**config.mk**
```make
export PLATFORM = sky130hd
export DESIGN_NAME = cpcr_front
export DESIGN_NICKNAME = d
export VERILOG_FILES = /design/src/rtl/cpcr_pkg.sv /design/src/rtl/cpcr_front.sv
export SDC_FILE = /design/constraint.sdc
export NUM_CORES = 2
export LEC_CHECK = 0
export BUFFER_PORTS_ARGS = -buffer_cell sky130_fd_sc_hd__buf_2
export CAP_MARGIN = 20
export CORE_MARGIN = 1
export CORE_UTILIZATION = 33
export DETAILED_ROUTE_END_ITERATION = 6
export HOLD_SLACK_MARGIN = 0.06
export PLACE_DENSITY_LB_ADDON = 0.12
export SETUP_SLACK_MARGIN = 0.4
export SLEW_MARGIN = 30
export SYNTH_ARGS = -nofsm -noshare
export SYNTH_HDL_FRONTEND = slang
export SYNTH_SLANG_ARGS = --single-unit
```
**constraint.sdc**
```tcl
create_clock -name clk -period 17.2 [get_ports clk]
set_input_delay 1.72 -clock clk [delete_from_list [all_inputs] [get_ports clk]]
set_output_delay 1.72 -clock clk [all_outputs]
set_load 0.01 [all_outputs]
```
**src/rtl/cpcr_pkg.sv**
```systemverilog
// cpcr_pkg: item types, fixed-point constants and rounding helpers
// shared by every module of circle_pair_collision_resolver
// no dependencies
package cpcr_pkg;

  typedef struct packed {
    logic signed [23:0] pax;
    logic signed [23:0] pay;
    logic signed [23:0] vax;
    logic signed [23:0] vay;
    logic signed [23:0] pbx;
    logic signed [23:0] pby;
    logic signed [23:0] vbx;
    logic signed [23:0] vby;
  } circ_t;

  typedef struct packed {
    circ_t              c;
    logic signed [16:0] dx;
    logic signed [16:0] dy;
    logic signed [24:0] rvx;
    logic signed [24:0] rvy;
    logic               contact;
    logic               degen;
  } ctx_t;

  typedef struct packed {
    circ_t c;
    logic  contact;
    logic  degen;
  } res_t;

  localparam int SQ_STAGES  = 25;
  localparam int SQ_W       = 50;
  localparam int DIV_STAGES = 17;
  localparam int REM_W      = 41;
  localparam int RECIP_SH   = 28;
  localparam logic [25:0] RECIP_5 = 26'd53687091;
  localparam logic signed [24:0] OVERLAP_MIN = 25'sd655;
  localparam logic [7:0] DIAM_RESET = 8'd50;

  // shift right rounding to nearest, ties away from zero
  function automatic logic signed [63:0] rshr(input logic signed [63:0] v, input int s);
    logic [63:0] m;
    m = v[63] ? 64'(-v) : 64'(v);
    m = (m + (64'd1 << (s - 1))) >> s;
    return v[63] ? -$signed(m) : $signed(m);
  endfunction

  function automatic logic signed [23:0] sat24(input logic signed [31:0] v);
    if (v > 32'sd8388607) begin
      return 24'sh7FFFFF;
    end else if (v < -32'sd8388608) begin
      return 24'sh800000;
    end
    return 24'(v);
  endfunction

endpackage

```
**src/rtl/cpcr_front.sv**
```systemverilog
// cpcr_front: centre difference, squared distance and contact test, three stages
// depends on cpcr_pkg
module cpcr_front (
  input  logic                clk,
  input  logic                rst_n,
  input  logic                en,
  input  logic [7:0]          diam,
  input  logic                v_in,
  input  cpcr_pkg::circ_t     c_in,
  output logic                v_out,
  output cpcr_pkg::ctx_t      ctx_out,
  output logic [32:0]         s_out
);
  import cpcr_pkg::*;

  logic signed [24:0] dxf, dyf, rvxf, rvyf;
  logic [24:0]        adx, ady;
  logic [15:0]        cd;
  logic               v1_r, v2_r, v3_r;
  ctx_t               ctx1_r, ctx2_r, ctx3_r;
  logic [15:0]        adx1_r, ady1_r;
  logic               near1_r, zero1_r, near2_r, zero2_r;
  logic [31:0]        sqx2_r, sqy2_r, cd2_r;
  logic [32:0]        s3_r, s_sum;
  ctx_t               ctx1_nxt, ctx3_nxt;

  assign cd   = {diam[7:1], 9'd0};
  assign dxf  = $signed({c_in.pbx[23], c_in.pbx}) - $signed({c_in.pax[23], c_in.pax});
  assign dyf  = $signed({c_in.pby[23], c_in.pby}) - $signed({c_in.pay[23], c_in.pay});
  assign rvxf = $signed({c_in.vbx[23], c_in.vbx}) - $signed({c_in.vax[23], c_in.vax});
  assign rvyf = $signed({c_in.vby[23], c_in.vby}) - $signed({c_in.vay[23], c_in.vay});
  assign adx  = dxf[24] ? 25'(-dxf) : 25'(dxf);
  assign ady  = dyf[24] ? 25'(-dyf) : 25'(dyf);

  always_comb begin
    ctx1_nxt         = '0;
    ctx1_nxt.c       = c_in;
    ctx1_nxt.dx      = dxf[16:0];
    ctx1_nxt.dy      = dyf[16:0];
    ctx1_nxt.rvx     = rvxf;
    ctx1_nxt.rvy     = rvyf;
  end

  assign s_sum = {1'b0, sqx2_r} + {1'b0, sqy2_r};

  always_comb begin
    ctx3_nxt         = ctx2_r;
    ctx3_nxt.degen   = zero2_r;
    ctx3_nxt.contact = near2_r && !zero2_r && (s_sum <= {1'b0, cd2_r});
  end

  always_ff @(posedge clk) begin
    if (!rst_n) begin
      v1_r <= 1'b0;
      v2_r <= 1'b0;
      v3_r <= 1'b0;
    end else if (en) begin
      v1_r <= v_in;
      v2_r <= v1_r;
      v3_r <= v2_r;
    end
  end

  always_ff @(posedge clk) begin
    cd2_r <= cd * cd;
    if (en) begin
      ctx1_r  <= ctx1_nxt;
      adx1_r  <= adx[15:0];
      ady1_r  <= ady[15:0];
      near1_r <= (adx <= {9'd0, cd}) && (ady <= {9'd0, cd});
      zero1_r <= (dxf == 25'sd0) && (dyf == 25'sd0);
      ctx2_r  <= ctx1_r;
      sqx2_r  <= adx1_r * adx1_r;
      sqy2_r  <= ady1_r * ady1_r;
      near2_r <= near1_r;
      zero2_r <= zero1_r;
      ctx3_r  <= ctx3_nxt;
      s3_r    <= s_sum;
    end
  end

  assign v_out   = v3_r;
  assign ctx_out = ctx3_r;
  assign s_out   = s3_r;

endmodule

```
; Word level (Yosys, flattened, before mapping)
; Cells that the tools add are included.
[word_totals]
regBits = 980
n_memories = 0
latchBits = 0
mem_bits_rw = 0
output_inout_bits = 312
inputBits = 204
mem_bits_ro = 0
[op_classes]
bitwise = 0
n_reduce_logical = 7
n_lt_le_gt_ge = 3
eq_ne = 0
mul = 3
shifts = 0
div_mod_pow = 0
n_mux = 2
addsub = 7
[op_table]
columns = operator, n
row1 = subtractor 24 x 24 -> 25 bit, 4
row2 = multiplier 16 x 16 -> 32 bit, 2
row3 = less-or-equal comparator 25 x 16 -> 1 bit, 2
row4 = zero test 25 bit, 2
row5 = two-way mux 25 bit, 2
row6 = negation 25 bit, 2
row7 = adder 32 x 32 -> 33 bit, 1
row8 = less-or-equal comparator 33 x 32 -> 1 bit, 1
row9 = multiplier 7 x 7 -> 14 bit, 1
row10 = logical AND 1 bit, 4
row11 = zero test 1 bit, 1

; Depth between registers and ports, before layout
[logic_depth]
depth_word = 5
mapped_depth = 28
ltp_nobuf = 27

; Worst setup path before layout
; OpenSTA, ideal clock, no wires.
[synth_timing]
path_kind = register to register
from = register ady1_r[4]
to = register sqy2_r[30], data pin
setup_time_ns = 0.262
slack_ns = 10.376
path_buffers = 2
t_required_ns = 16.938
synth_period_minus_slack_ns = 6.824
path_stages_with_launch = 25
arrival_ns = 6.561
cell_sequence = edfxtp_1 > clkbuf_1 > clkbuf_1 > nand2_1 > fa_1 > inv_1 > fa_1 > ha_1 > inv_1 > fa_1 > fa_1 > inv_1 > fa_1 > ha_1 > or3_1 > or3_1 > o221ai_1 > o211ai_1 > a31oi_1 > nor2_1 > a2111oi_0 > o21ai_0 > a211oi_1 > a21oi_1 > xor2_1
[synth_via]
elab_chain_cells = 1
[synth_lines]
columns = item, line
row1 = from (decl), cpcr_front.sv:21  ; logic [15:0] adx1_r, ady1_r;
row2 = from (signal assigned), cpcr_front.sv:69  ; ady1_r <= ady[15:0];
row3 = multiplier 16 x 16 -> 32 bit, cpcr_front.sv:74  ; sqy2_r <= ady1_r * ady1_r;
row4 = to (signal assigned), cpcr_front.sv:74
row5 = to (decl), cpcr_front.sv:23  ; logic [31:0] sqx2_r, sqy2_r, cd2_r;
; Every way passes these cells.
; A chain may end at the register's enable or synchronous reset.

==> reports/results.ini <==
[synthesis]
synth_edf_count = 957
ys_ff_latch = 973
synth_cells = 4001
synth_area_sq_um = 52900
yosysSeqAreaShare_pct = 54.9
yosysUniqueCellTypes = 90
async_reset_ff_share_pct = 0
syn_nets = 4934
ys_warn_count = 0
synth_top_flop_cell = edfxtp_1
avgSynthCellArea_sq_um = 13.2

[clock_network]
postCtsHoldBufs = 0
cts_made_buffers = 109
post_cts_resized = 0
htreeDepth = 3
clkLatencyLatePin_ps = 750
path_clk_slew_ps = 60
clk_path_buf_depth = 3
cts_sinks = 973
cts-root-buf = clkbuf_16
cts_setup_buffers = 0
cts_tree = yes

[final_layout]
final_util_pct = 38.9
n_fill_cell = 15238
final_cell_mix = edfxtp_1 (957), inv_1 (705), buf_2 (513)
layout_commonest_cell = edfxtp_1
drive_above_1_share_pct = 16.3
layout.nets = 5525
area_growth_pct = 16.7

[critical_path]
end_kind = register
cp-start-kind = register
r2r-end = ctx_out[1]
r2r_setup_slack_ps = 9170
crit_type = register to register
r2r-start = sqx2_r[10]
arrival_ps = 8590
worst-endpoint-required_ps = 17760
r2r_cells = 23
cp_max_fo = 7

[routing]
ant_nets = 0
vias = 30993
drtIter0Drc = 1631
wl_per_cell_microns = 17.0
drt-pass1-iter-count = 5
drc = 0
vias_per_cell = 4.59
routed_wl_mm = 114

[floorplanning]
rows = 146
start_util_pct = 33.3
fp.dieArea_sq_um = 162000
die_x_microns = 402
fp.dieH_microns = 402
coreArea_sq_um = 159000
pin_count = 516

[timing]
maxSlewViolCount = 0
clock_skew_ps = 59.7
period_share_pct = 46.7
fin_crit_ps = 8030
worst_pin_slew_ps = 953
rsz0062_at_grt = no
fmax_mhz = 124
tns_ps = 0
slew_headroom_pct = 36.5
finalSetupViolCount = 0
hold_violations = 0
fin_ws_ps = 9170

[place]
place_ws_ps = 8960
dp_hpwl_mm = 86.2
portBuffers = 514
gp_congestion = 0.803

[global_route]
globalRouteTotalUtil_pct = 14.2
grt_pass1_vias = 31984
grt-ovfl-total = 0
antenna_found_initial = 16
grt_start_max_net_pins = 192
grt_first_pass_wirelength_mm = 178

[outcome]
status = completed

[worst_hold_path]
hold_path_depth = 0
worstHoldEndpoint = ctx2_r[112]
hold_class = register to register
min-delay-start = ctx1_r[112]

[job]
drv_cap = 0

[metal layers]
metal  wire, microns  vias up  global-route usage [%]
li1                -    14925                       -
met1           51500    15174                    18.6
met2           52800      666                    22.9
met3            6670      210                    3.53
met4            3360       18                    4.72
met5             136        -                       0
[how the worst max path moves through the flow]
stage | endpoint | from | slack, ps | cells after the start
detailed placement | sqy2_r[30] | ady1_r[2] | 8960 | 24
global route | sqy2_r[30] | ady1_r[2] | 8690 | 24
global placement | sqy2_r[30] | ady1_r[2] | 8960 | 24
finish | ctx_out[1] | sqx2_r[10] | 9170 | 23
floorplan | sqy2_r[30] | ady1_r[4] | 10380 | 24
CTS | sqy2_r[30] | ady1_r[2] | 8920 | 24
[worst max-delay path: stages, from the launching register on]
cell and delay (ps):
edfxtp_1 380, ha_1 360, a21o_1 170, a21o_1 160
a21o_1 170, a21oi_1 220, a2bb2oi_1 360, nand2_1 270
a41oi_1 360, o211ai_1 280, o311a_1 390, or3_1 400
a21oi_1 190, xnor2_1 130, ha_1 310, nand3_1 110
nor2_1 280, nand4_1 360, or4_1 480, or4_1 410
or4_1 490, or4_1 440, o41ai_2 730, nor4bb_1 390
[layout make-up]
| type | count | area, sq um | share of cell area [%] |
|---|---|---|---|
| diodes | 2 | 5.00 | 0.00811 |
| multi-input cells | 2259 | 20900 | 33.9 |
| clock inverters | 69 | 728 | 1.18 |
| clock buffers | 129 | 2860 | 4.63 |
| well taps | 2072 | 2590 | 4.20 |
| inverters | 705 | 2650 | 4.29 |
| repair buffers | 544 | 2890 | 4.68 |
| flip-flops and latches | 973 | 29100 | 47.1 |
[kinds of logic (layout without fill, tap and decap cells)]
logic type | Yosys count | in the layout | synth area share [%]
flops | 973 | 973 | 54.9
simple gates | 816 | 816 | 7.55
buf+inv | 769 | 1447 | 5.50
fa+ha+maj | 729 | 729 | 22.1
compound gates | 491 | 491 | 6.16
xor+xnor | 211 | 211 | 3.49
mux | 12 | 12 | 0.244
other cells | 0 | 2 | 0
[stage by stage]
stage	instances	hold WS, ps	instance area [sq um]
6_report	6753	399	61700
5_1_grt	6752	415	61700
4_1_cts	6748	403	61600
3_5_place_dp	6550	405	58000
3_3_place_gp	6550	400	58000
2_1_floorplan	4001	400	52900
[sequential cells by signal (all words and copies together) (netlist names)]
| signal | cells |
|---|---|
| v1_r | 1 |
| v_out | 1 |
| near1_r | 1 |
| v2_r | 1 |
| sqy2_r | 30 |
| ctx1_r | 274 |
| ctx2_r | 276 |
| zero1_r | 1 |
| near2_r | 1 |
| sqx2_r | 30 |
| ady1_r | 16 |
| adx1_r | 16 |
| ctx_out | 278 |
| cd2_r | 13 |
| zero2_r | 1 |
| s_out | 33 |
[synth_stat cells (15+ instances only)]
cell      instances  share of area [%]
a211oi_1         20               0.28
a21o_1           52               0.74
a21oi_1         139                1.3
a31oi_1          16               0.19
and2_1           90                1.1
and3_1           26               0.31
clkbuf_1         60               0.43
dfxtp_1          16               0.61
edfxtp_1        957                 54
fa_1            343                 13
ha_1            386                9.1
inv_1           705                5.0
nand2_1         252                1.8
nand2b_1         24               0.28
nand3_1          41               0.39
nor2_1          187                1.3
nor2b_1          38               0.45
nor3_1           56               0.53
o211ai_1         15               0.21
o21a_1           27               0.38
o21ai_0          87               0.82
o21bai_1         17               0.24
or2_2            18               0.21
or3_1            16               0.19
xnor2_1         148                2.5
xor2_1           63                1.0
Power is left out: the tool's default activity adds up to more than one toggle a clock period on the data nets, which glitch-free logic cannot reach.
